===== src/rtl/core/rational_arithmetic_unit_assert.svh =====
// Assertion macros for the rational arithmetic unit
`ifndef RATIONAL_ARITHMETIC_UNIT_ASSERT_SVH
`define RATIONAL_ARITHMETIC_UNIT_ASSERT_SVH
`define RAU_ASSERT_IMPL(lbl, a, c) \
  lbl: assert property (@(posedge clk) disable iff (rst) (a) |-> (c)) \
    else $error("rau check failed");
`define RAU_ASSERT_NEXT(lbl, a, c) \
  lbl: assert property (@(posedge clk) disable iff (rst) (a) |=> (c)) \
    else $error("rau check failed");
`endif


===== src/rtl/core/rau_pkg.sv =====
package rau_pkg;
  localparam int WORD_BITS = 32;
  localparam int MAG_BITS = 2 * WORD_BITS;
  localparam int IN_BITS = 4 * WORD_BITS;
  localparam int IN_BYTES = (IN_BITS + 7) / 8;
  localparam int OUT_BITS = WORD_BITS + (WORD_BITS - 1) + 2 + 2;
  localparam int OUT_BYTES = (OUT_BITS + 7) / 8;

  localparam logic [2:0] KIND_ADD = 3'd0;
  localparam logic [2:0] KIND_SUB = 3'd1;
  localparam logic [2:0] KIND_MUL = 3'd2;
  localparam logic [2:0] KIND_DIV = 3'd3;
  localparam logic [2:0] KIND_CMP = 3'd4;

  localparam logic [1:0] ST_OK = 2'd0;
  localparam logic [1:0] ST_ZERO = 2'd1;
  localparam logic [1:0] ST_OVF = 2'd2;

  localparam logic [1:0] CLS_ARITH = 2'd0;
  localparam logic [1:0] CLS_CMP = 2'd1;
  localparam logic [1:0] CLS_FIXED = 2'd2;

  typedef struct packed {
    logic [1:0] cls;
    logic [2:0] kind;
    logic [1:0] status;
    logic san;
    logic sad;
    logic sbn;
    logic sbd;
    logic [WORD_BITS-1:0] man;
    logic [WORD_BITS-1:0] mad;
    logic [WORD_BITS-1:0] mbn;
    logic [WORD_BITS-1:0] mbd;
  } rau_job_t;

  typedef struct packed {
    logic [WORD_BITS-1:0] res_num;
    logic [WORD_BITS-2:0] res_den;
    logic [1:0] status;
    logic is_less;
    logic is_equal;
  } rau_res_t;
endpackage


===== src/rtl/core/rau_front.sv =====
module rau_front import rau_pkg::*; (
  input  logic clk,
  input  logic rst,
  input  logic in_valid,
  output logic in_ready,
  input  logic [2:0] kind,
  input  logic [WORD_BITS-1:0] a_num,
  input  logic [WORD_BITS-1:0] a_den,
  input  logic [WORD_BITS-1:0] b_num,
  input  logic [WORD_BITS-1:0] b_den,
  output logic q_valid,
  input  logic q_ready,
  output rau_job_t q_job
);
  logic [1:0] full;
  rau_job_t slot0;
  rau_job_t slot1;
  rau_job_t job;
  logic push;
  logic pop;

  function automatic logic [WORD_BITS-1:0] mag(input logic [WORD_BITS-1:0] v);
    mag = v[WORD_BITS-1] ? (~v + 1'b1) : v;
  endfunction

  always_comb begin
    job.kind = kind;
    job.san = a_num[WORD_BITS-1];
    job.sad = a_den[WORD_BITS-1];
    job.sbn = b_num[WORD_BITS-1];
    job.sbd = b_den[WORD_BITS-1];
    job.man = mag(a_num);
    job.mad = mag(a_den);
    job.mbn = mag(b_num);
    job.mbd = mag(b_den);
    job.status = ST_OK;
    job.cls = CLS_ARITH;
    if (kind > KIND_CMP) begin
      job.cls = CLS_FIXED;
    end else if (a_den == '0 || b_den == '0) begin
      job.cls = CLS_FIXED;
      job.status = ST_ZERO;
    end else if (kind == KIND_CMP) begin
      job.cls = CLS_CMP;
    end else if (kind == KIND_MUL && (a_num == '0 || b_num == '0)) begin
      job.cls = CLS_FIXED;
    end else if (kind == KIND_DIV && b_num == '0) begin
      job.cls = CLS_FIXED;
      job.status = ST_ZERO;
    end
  end

  assign in_ready = (full != 2'd2);
  assign q_valid = (full != 2'd0);
  assign q_job = slot0;
  assign push = in_valid && in_ready;
  assign pop = q_valid && q_ready;

  always_ff @(posedge clk) begin
    if (rst) begin
      full <= 2'd0;
    end else begin
      full <= full + {1'b0, push} - {1'b0, pop};
    end
    if (pop) begin
      slot0 <= slot1;
      if (push && full == 2'd1) slot0 <= job;
      if (push && full == 2'd2) slot1 <= job;
    end else if (push) begin
      if (full == 2'd0) slot0 <= job;
      else slot1 <= job;
    end
  end
endmodule


===== config.mk =====
export PLATFORM = sky130hd
export DESIGN_NAME = rau_front
export DESIGN_NICKNAME = d
export VERILOG_FILES = /design/src/rtl/core/rational_arithmetic_unit_assert.svh /design/src/rtl/core/rau_pkg.sv /design/src/rtl/core/rau_front.sv
export SDC_FILE = /design/constraint.sdc
export NUM_CORES = 1
export LEC_CHECK = 0
export BUFFER_PORTS_ARGS = -buffer_cell sky130_fd_sc_hd__buf_2
export CORE_ASPECT_RATIO = 0.8
export CORE_MARGIN = 4
export CORE_UTILIZATION = 59
export CTS_CLUSTER_DIAMETER = 60
export DETAILED_ROUTE_END_ITERATION = 8
export PLACE_DENSITY = 0.94
export RECOVER_POWER = 50
export SYNTH_ARGS = -nofsm -noshare
export SYNTH_HDL_FRONTEND = slang
export SYNTH_SLANG_ARGS = --single-unit
export TNS_END_PERCENT = 10

===== constraint.sdc =====
create_clock -name clk -period 22.2 [get_ports clk]
set_input_delay 4.44 -clock clk [delete_from_list [all_inputs] [get_ports clk]]
set_output_delay 4.44 -clock clk [all_outputs]
set_load 0.05 [all_outputs]

==> results.py, run 1 <==
metrics = {
    "status": {
        "status": "complete, but fails checks",
        "violations": "capacitance limit, slew limit",
    },
    "yosys": {
        "synth_edf_count": 276,
        "ys_seq_elements": 278,
        "synth_nets": 1070,
        "async_flop_share_pct": 0,
        "synthesis.area_um2": 13010,
        "yosysSeqAreaShare_pct": 63.99,
        "syn_inst": 928,
        "avgSynthCellArea_um2": 14.02,
        "ys.warnings.count": 0,
        "synth_ff_type": "edfxtp_1",
        "synth_cell_types": 50,
    },
    "critical_path": {
        "ff2ff_path_depth": 6,
        "reg2reg_from": "full[1]",
        "startpoint": "q_ready",
        "r2r_end": "slot1[82]",
        "cp-start-kind": "primary input",
        "crit_end": "slot1[82]",
        "rrSetupSlack_ns": 17.69,
        "critPathKind": "in2reg",
        "crit_path_end_kind": "flip-flop",
        "arrival_ns": 8.06,
        "worstPathRequired_ns": 22.24,
        "cp_max_fo": 65,
    },
    "global_route": {
        "antenna_found_initial": 0,
        "grt_max_degree": 74,
        "grtUsageTotal_pct": 24.55,
        "grt_pass1_vias": 8861,
        "grt_pass1_wl_mm": 48.45,
        "gr-total-overflow": 0,
    },
    "cts": {
        "cts_root_buf": "clkbuf_16",
        "cts_buffers": 28,
        "cts_max_level": 1,
        "post-cts-setup-buffers": 0,
        "cts_resized": 0,
        "clock_latency_ns": 0.53,
        "clk_path_buf_depth": 3,
        "clkTransAtPathRegs_ns": 0.06,
        "clock_sinks": 278,
        "cts_tree": "done",
        "cts_hold_buf": 0,
    },
    "final_layout": {
        "multi_input_area_um2": 4433,
        "final_area_um2": 15220,
        "nFillCells": 1477,
        "nNetsFinal": 1332,
        "layout_common_cells": "276 x edfxtp_1, 161 x clkbuf_1, 121 x buf_2",
        "diodes": 0,
        "regArea_um2": 8328,
        "final_util_pct": 70.41,
        "drive_above_1_share_pct": 23.72,
        "final_common_cell": "edfxtp_1",
        "area_growth_pct": 16.97,
    },
    "sta": {
        "hold_violations": 0,
        "finClkSkew_ns": 0.008589,
        "rsz0062_at_grt": "no",
        "worst_slack_ns": 14.18,
        "fin_setup_tns_ns": 0,
        "worst_pin_slew_ns": 3.863,
        "setup_viol": 0,
        "period_needed_ns": 8.015,
        "relSlewSlack_pct": -157.5,
        "fmax_ghz": 0.1248,
        "drv_slew": 213,
        "post-route-period-util_pct": 36.10,
    },
    "route": {
        "drt-pass1-iter-count": 5,
        "route.met2.wl_mm": 14.84,
        "post_drt_wl_per_cell_um": 20.99,
        "viasPerCell": 5.980,
        "num_vias": 8881,
        "wl_met3_mm": 2.824,
        "routed.top_layer": "met4",
        "drcViolationCount": 0,
        "wl_mm": 31.18,
        "drt_first_iter_violations": 828,
        "ant_nets": 0,
        "wl_met1_mm": 12.84,
    },
    "power": {
        "p_leak_uw": 0.005168,
        "vdd_ir_drop_max_uv": 213.3,
        "power.density_nw_per_um2": 123.3,
    },
    "flow_run": {
        "maxCapViolCount": 4,
    },
    "placed_design": {
        "gp_congestion": 0.8765,
        "dpl.hpwl_mm": 20.74,
        "placed_area_um2": 14590,
        "io_buffers": 274,
        "pre_cts_ws_ns": 14.98,
    },
    "die": {
        "num_rows": 48,
        "dieWidth_um": 174.0,
        "die_h_um": 140.8,
        "io_pins": 276,
        "dieArea_um2": 24510,
        "start_util_pct": 60.19,
        "coreArea_um2": 21620,
    },
    "hold_path": {
        "hp-class": "reg2reg",
    },
}
[per-stage QoR]
stage / total power [µW] / hold slack, ns / std cells
2_1_floorplan: 1315 / 0.4836 / 928
3_3_place_gp: 1447 / 0.4896 / 1435
3_5_place_dp: 1461 / 0.5084 / 1435
4_1_cts: 1903 / 0.5215 / 1485
5_1_grt: 1952 / 0.5434 / 1485
6_report: 1876 / 0.5198 / 1485
[cells in the mapped netlist (2+ instances only)]
| master | instances | share of area (%) |
|---|---|---|
| a21oi_1 | 6 | 0.23 |
| a31oi_1 | 7 | 0.34 |
| edfxtp_1 | 276 | 64 |
| nor2b_1 | 4 | 0.19 |
| dfxtp_1 | 2 | 0.31 |
| o31ai_1 | 41 | 2.4 |
| buf_6 | 2 | 0.17 |
| mux2_2 | 102 | 8.8 |
| o211ai_1 | 2 | 0.12 |
| o21ai_0 | 33 | 1.3 |
| nand2_1 | 52 | 1.5 |
| ha_1 | 7 | 0.67 |
| o41ai_2 | 9 | 1.1 |
| nand2b_1 | 10 | 0.48 |
| buf_2 | 4 | 0.15 |
| buf_4 | 2 | 0.12 |
| nor4b_1 | 2 | 0.13 |
| inv_1 | 16 | 0.46 |
| or2_2 | 5 | 0.24 |
| or3_1 | 15 | 0.72 |
| xnor2_1 | 108 | 7.3 |
| and3_1 | 2 | 0.096 |
| nor2_1 | 81 | 2.3 |
| nor3_1 | 10 | 0.38 |
| nand4_1 | 3 | 0.14 |
| clkbuf_1 | 37 | 1.1 |
| or4_1 | 17 | 0.98 |
| or4b_1 | 2 | 0.15 |
| or3b_2 | 2 | 0.13 |
| xor2_1 | 10 | 0.67 |
| buf_1 | 2 | 0.058 |
| or4_4 | 3 | 0.26 |
| nor4_1 | 18 | 0.87 |
| nand3_1 | 3 | 0.12 |
| nand3b_1 | 2 | 0.12 |
| o41ai_1 | 17 | 1.1 |
[registers in the layout, indices dropped and copies added, names as in the netlist]
| signal | count |
|---|---|
| full | 2 |
| q_job | 138 |
| slot1 | 138 |
[layer usage]
layer	track usage, %	up-vias
met1	33.44	4313
li1	-	4057
met4	5.748	0
met5	0	-
met2	40.84	450
met3	5.657	61
[layout make-up]
| type | count | area share, % |
|---|---|---|
| Clock buffer | 36 | 4.940 |
| Clock inverter | 14 | 0.6000 |
| Inverter | 16 | 0.3945 |
| Multi-Input combinational cell | 587 | 29.12 |
| Sequential cell | 278 | 54.71 |
| Tap cell | 275 | 2.260 |
| Timing Repair Buffer | 279 | 7.973 |
[how the worst min path moves through the flow]
stage                    start         end  slack, ns  depth (start not counted)
detailed placement  slot1[136]  q_job[136]       0.51                          2
global placement    slot1[135]  q_job[135]       0.49                          2
finish              slot1[134]  q_job[134]       0.52                          2
global route        slot1[134]  q_job[134]       0.54                          2
CTS                 slot1[136]  q_job[136]       0.52                          2
floorplan           slot1[128]  q_job[128]       0.48                          2
[power breakdown]
| group | internal, µW | total, µW | switching (µW) |
|---|---|---|---|
| combinational | 125 | 630 | 505 |
| clock | 249 | 438 | 189 |
| sequential | 768 | 809 | 40.7 |
[kinds of logic after synthesis]
kind of cell / Yosys count / synth area share, %
AOI/OAI and AO/OA: 121 / 7.124
xor gates and xnor gates: 118 / 7.942
adders and majority gates: 7 / 0.6730
buffers and inverters: 63 / 2.029
DFF: 278 / 63.99
muxes: 103 / 8.941
other: 1 / 0.02882
and+or+nand+nor: 237 / 9.268
[critical path: stages]
cell,delay [ns]
clkbuf_1,0.22
nand2_1,0.14
ha_1,0.22
nor3_1,0.23
clkbuf_1,2.72
No activity file was read; power rests on OpenSTA's default activity.
==> inputs of run 2 (changes only) <==
Settings changed: CORE_UTILIZATION 59 to 50, PLACE_DENSITY 0.94 to 0.86.
Clock period 22.2 ns to 6.5 ns, I/O delays scaled along.
==> results.py, run 2 (synthesized netlist as in run 1, its figures left out) <==
metrics = {
    "final_layout": {
        "drive_above_1_share_pct": 24.07,
        "fin_cells": 1564,
        "area_growth_pct": 18.78,
        "layout_common_cells": "276 x edfxtp_1, 160 x clkbuf_1, 121 x buf_2",
        "nNetsFinal": 1334,
        "final_util_pct": 60.76,
        "diodes": 0,
        "final_common_cell": "edfxtp_1",
    },
    "route": {
        "viasPerCell": 5.600,
        "ant_nets": 0,
        "wl_mm": 30.80,
        "post_drt_wl_per_cell_um": 19.69,
        "drt-pass1-iter-count": 4,
        "num_vias": 8759,
        "drt_first_iter_violations": 611,
        "drcViolationCount": 0,
    },
    "cts": {
        "post-cts-setup-buffers": 0,
        "clk_path_buf_depth": 3,
        "cts_resized": 0,
        "cts_buffers": 29,
        "cts_tree": "done",
        "clock_latency_ns": 0.54,
        "clock_sinks": 278,
        "cts_root_buf": "clkbuf_16",
        "cts_max_level": 1,
        "cts_hold_buf": 0,
        "clkTransAtPathRegs_ns": 0.06,
    },
    "sta": {
        "setup_viol": 0,
        "hold_violations": 0,
        "worst_pin_slew_ns": 3.534,
        "holdWs_ns": 0.5097,
        "rsz0062_at_grt": "no",
        "relSlewSlack_pct": -135.6,
        "worst_slack_ns": 1.978,
        "fin_setup_tns_ns": 0,
        "finClkSkew_ns": 0.01147,
        "drv_slew": 182,
        "fmax_ghz": 0.2211,
        "post-route-period-util_pct": 69.58,
        "period_needed_ns": 4.522,
    },
    "global_route": {
        "grtUsageTotal_pct": 20.45,
        "grt_max_degree": 135,
        "globalRoute.busiestLayer": "met2",
        "grt_pass1_vias": 8568,
        "gr-total-overflow": 0,
        "use_met3_pct": 4.512,
        "grt_pass1_wl_mm": 47.80,
        "grtUsageMet2_pct": 31.37,
        "antenna_found_initial": 1,
        "met1_usage_pct": 30.71,
    },
    "power": {
        "vdd_ir_drop_max_uv": 577.6,
        "pwr-share-clk_pct": 25.9,
        "pwr-share-comb_pct": 32.9,
        "sequentialPowerShare_pct": 41.3,
        "p_int_uw": 4122,
        "p_leak_uw": 0.005243,
        "p_sw_share_pct": 38.00,
        "power.density_nw_per_um2": 430.2,
        "p_sw_uw": 2527,
    },
    "die": {
        "io_pins": 276,
        "dieWidth_um": 188.4,
        "dieArea_um2": 28690,
        "start_util_pct": 51.16,
        "coreArea_um2": 25440,
        "die_h_um": 152.3,
        "num_rows": 52,
    },
    "status": {
        "violations": "capacitance limit, slew limit",
        "status": "complete, but fails checks",
    },
    "critical_path": {
        "crit_chain": "clkbuf_1 -> nor2b_1 -> o21ai_4 -> clkbuf_2 -> mux2_2",
        "cp_max_fo": 134,
        "critPathKind": "in2reg",
        "cp-start-kind": "primary input",
        "worstPathRequired_ns": 6.77,
        "critPathTopFamily": "buffers and inverters",
        "cp_slowest_stage_delay_ns": 2.34,
        "worst-path-buf-inv": 2,
        "crit_path_end_kind": "flip-flop",
        "cpMaxStageDelayCell": "clkbuf_2",
        "arrival_ns": 4.79,
    },
    "placed_design": {
        "gp_congestion": 0.8602,
        "io_buffers": 274,
        "dpl.hpwl_mm": 20.84,
        "dp_cells": 1512,
        "pre_cts_ws_ns": 2.459,
    },
    "flow_run": {
        "maxCapViolCount": 3,
    },
    "hold_path": {
        "hp-class": "reg2reg",
    },
}
-- run 2: path summary, 6_finish.rpt --
check,startpoint,endpoint,slack (ns),cells after the start
worst max-delay path,in_valid,q_job[26],1.98,5
worst min-delay path,slot1[136],q_job[136],0.51,2
worst max register to register,full[0],q_job[26],2.49,4
worst min register to register,slot1[136],q_job[136],0.51,2
-- run 2: routing by layer --
layer  share of wire (%)  up-vias  routed length, µm
li1                    -     4045                  -
met1                  44     4264              13400
met2                  45      408              13980
met3                 9.5       40               2923
met4                 1.6        2                485
met5               0.039        -                 12
-- run 2: area by class of cell --
type / instances / area [µm²]
Timing Repair Buffer: 280 / 1219
Multi-Input combinational cell: 587 / 4433
Tap cell: 351 / 439.2
Inverter: 16 / 60.06
Sequential cell: 278 / 8328
Fill cell: 2019 / 9982
Clock inverter: 17 / 230.2
Clock buffer: 35 / 748.2
-- run 2: per-stage QoR --
step	total power, µW	instance area [µm²]
after floorplan	4456	13030
after detailed placement	5010	14710
final	6649	15460
after global routing	6922	15460
after CTS	6743	15690
after global placement	4975	14710
-- run 2: worst reg2reg max path: cells and delay by family (launching register included) --
family          cells  cell delay (ns)
compound gates      1             0.12
mux                 1             0.79
simple gates        1             0.17
buf+inv             1             2.34
flops               1             0.33
-- run 2: power groups by stage --
stage                     registers (µW)  clock network, µW  logic (µW)
final                               2740               1720        2190
after global routing                2780               1830        2310
after CTS                           2730               1760        2260
after detailed placement            2760                  0        2250
after global placement              2750                  0        2220
after floorplan                     3770                  0         681
==> inputs of run 3 (changes only) <==
Settings changed: ABC_AREA set to 1, CORE_UTILIZATION 50 to 51.
Clock period 6.5 ns to 3.9 ns, I/O delays scaled along.
==> results.py, run 3 <==
metrics = {
    "critical_path": {
        "r2r_end": "q_job[102]",
        "crit_path_end_kind": "flip-flop",
        "ff2ff_path_depth": 5,
        "critPathKind": "reg2reg",
        "worstPathRequired_ns": 4.01,
        "cp-start-kind": "flip-flop",
        "arrival_ns": 3.03,
        "reg2reg_from": "full[1]",
        "rrSetupSlack_ns": 0.98,
        "cp_max_fo": 138,
    },
    "sta": {
        "period_needed_ns": 2.921,
        "fmax_ghz": 0.3424,
        "fin_setup_tns_ns": 0,
        "worst_pin_slew_ns": 1.996,
        "hold_violations": 0,
        "worst_slack_ns": 0.9794,
        "post-route-period-util_pct": 74.89,
        "finClkSkew_ns": 0.02016,
        "setup_viol": 0,
        "rsz0062_at_grt": "no",
        "relSlewSlack_pct": -33.04,
        "drv_slew": 139,
    },
    "yosys": {
        "yosysMostFrequentCell": "nand2_1",
        "yosys-top-cells-count": "625 x nand2_1, 276 x edfxtp_1, 143 x nor2_1",
        "synth.area.mux_share_pct": 0,
        "yosys.area_share.simple_pct": 27.94,
        "avgSynthCellArea_um2": 9.134,
        "synth_ff_type": "edfxtp_1",
        "ys.warnings.count": 0,
        "yosysTopAreaCell": "edfxtp_1",
        "synth_xor_area_share_pct": 5.048,
        "yosysSeqAreaShare_pct": 58.33,
        "syn_inst": 1563,
        "synth.area.top_cells": "edfxtp_1 58%, nand2_1 16%, nor2_1 3.8%",
        "yosysTopAreaCellShare_pct": 58.05,
        "synthesis.area_um2": 14280,
        "ys_seq_elements": 278,
        "synth_edf_count": 276,
        "synth_nets": 1705,
        "synth_cell_types": 38,
        "async_flop_share_pct": 0,
        "synth_fa_ha_area_share_pct": 0.6135,
        "synth_top_family_by_area": "simple AND/OR/NAND/NOR gates",
        "synth_compound_area_share_pct": 2.892,
    },
    "final_layout": {
        "area_growth_pct": 16.32,
        "nNetsFinal": 1971,
        "fin_cells": 2213,
        "final_common_cell": "nand2_1",
        "diodes": 0,
        "regArea_um2": 8328,
        "final_util_pct": 60.54,
        "multi_input_area_um2": 5164,
        "layout_common_cells": "629 x nand2_1, 276 x edfxtp_1, 147 x clkbuf_1",
        "nFillCells": 2370,
        "drive_above_1_share_pct": 11.90,
    },
    "cts": {
        "cts_root_buf": "clkbuf_16",
        "clk_path_buf_depth": 3,
        "clock_sinks": 278,
        "clkTransAtPathRegs_ns": 0.06,
        "cts_hold_buf": 0,
        "post-cts-setup-buffers": 0,
        "cts_max_level": 1,
        "cts_resized": 0,
        "clock_latency_ns": 0.55,
        "cts_tree": "done",
        "cts_buffers": 29,
    },
    "global_route": {
        "grt_pass1_vias": 11591,
        "grt_pass1_wl_mm": 58.56,
        "gr-total-overflow": 0,
        "grt_max_degree": 156,
        "antenna_found_initial": 1,
        "grtUsageTotal_pct": 23.17,
    },
    "route": {
        "post_drt_wl_per_cell_um": 16.63,
        "wl_mm": 36.80,
        "drt-pass1-iter-count": 6,
        "drcViolationCount": 0,
        "ant_nets": 0,
        "num_vias": 11768,
        "drt_first_iter_violations": 1008,
        "viasPerCell": 5.318,
    },
    "placed_design": {
        "gp_congestion": 0.9639,
        "dpl.hpwl_mm": 25.71,
        "pre_cts_ws_ns": 1.255,
        "io_buffers": 274,
        "dp_cells": 2162,
    },
    "status": {
        "status": "complete, but fails checks",
        "violations": "capacitance limit, slew limit",
    },
    "die": {
        "num_rows": 54,
        "dieWidth_um": 195.1,
        "dieArea_um2": 30750,
        "die_h_um": 157.6,
        "coreArea_um2": 27430,
        "start_util_pct": 52.04,
        "io_pins": 276,
    },
    "flow_run": {
        "maxCapViolCount": 1,
    },
    "power": {
        "design_power_total_uw": 12610,
        "power.density_nw_per_um2": 759.4,
        "p_leak_uw": 0.006986,
        "vdd_ir_drop_max_uv": 923.8,
    },
    "hold_path": {
        "hold_path_depth": 2,
        "hp-class": "in2reg",
        "min_from": "rst",
        "min_to": "full[0]",
    },
}
==> run 3: power by group <==
part	total [µW]	switching [µW]	internal, µW
combinational	4950	4220	728
clock	2670	1120	1560
sequential	4990	292	4700
total	12600	5630	6980
==> run 3: worst max-delay path by stage <==
| stage | start | end | cells after the start |
|---|---|---|---|
| finish | full[1] | q_job[102] | 5 |
| CTS | full[1] | q_valid | 3 |
| detailed placement | b_den[31] | q_job[138] | 10 |
| global placement | b_den[31] | q_job[138] | 10 |
| floorplan | q_ready | slot1[0] | 3 |
| global route | full[1] | q_job[75] | 5 |
==> run 3: kinds of logic after synthesis <==
logic type | after synthesis
other cells | 1
simple gates | 956
buf+inv | 172
xor+xnor | 78
fa+ha+maj | 7
flops | 278
compound gates | 71
==> run 3: through the flow <==
step | hold slack [ns] | cell area, µm²
2_1_floorplan | 0.4943 | 14300
3_3_place_gp | 0.4986 | 15960
3_5_place_dp | 0.5020 | 15960
4_1_cts | 0.3968 | 16870
5_1_grt | 0.4064 | 16610
6_report | 0.4203 | 16610
==> run 3: worst max-delay path, stage by stage (launching register included) <==
cell and delay, ns:
dfxtp_1 0.40, nor2_1 0.11, inv_1 0.15, nand2_1 0.17, o21ai_4 0.08, clkbuf_4 1.42
==> run 3: final cells by class <==
class | instances | area share (%)
flip-flops and latches | 278 | 50.15
multi-input cells | 1113 | 31.10
repair buffers | 279 | 7.648
clock buffers | 35 | 4.506
inverters | 128 | 2.908
well taps | 364 | 2.743
clock inverters | 16 | 0.9494
==> run 3: per-layer routing <==
metal | track usage, % | share of wire, %
met5 | 0 | 0.035
met2 | 37.23 | 45
met4 | 6.746 | 2.9
met1 | 32.18 | 42
met3 | 5.128 | 10
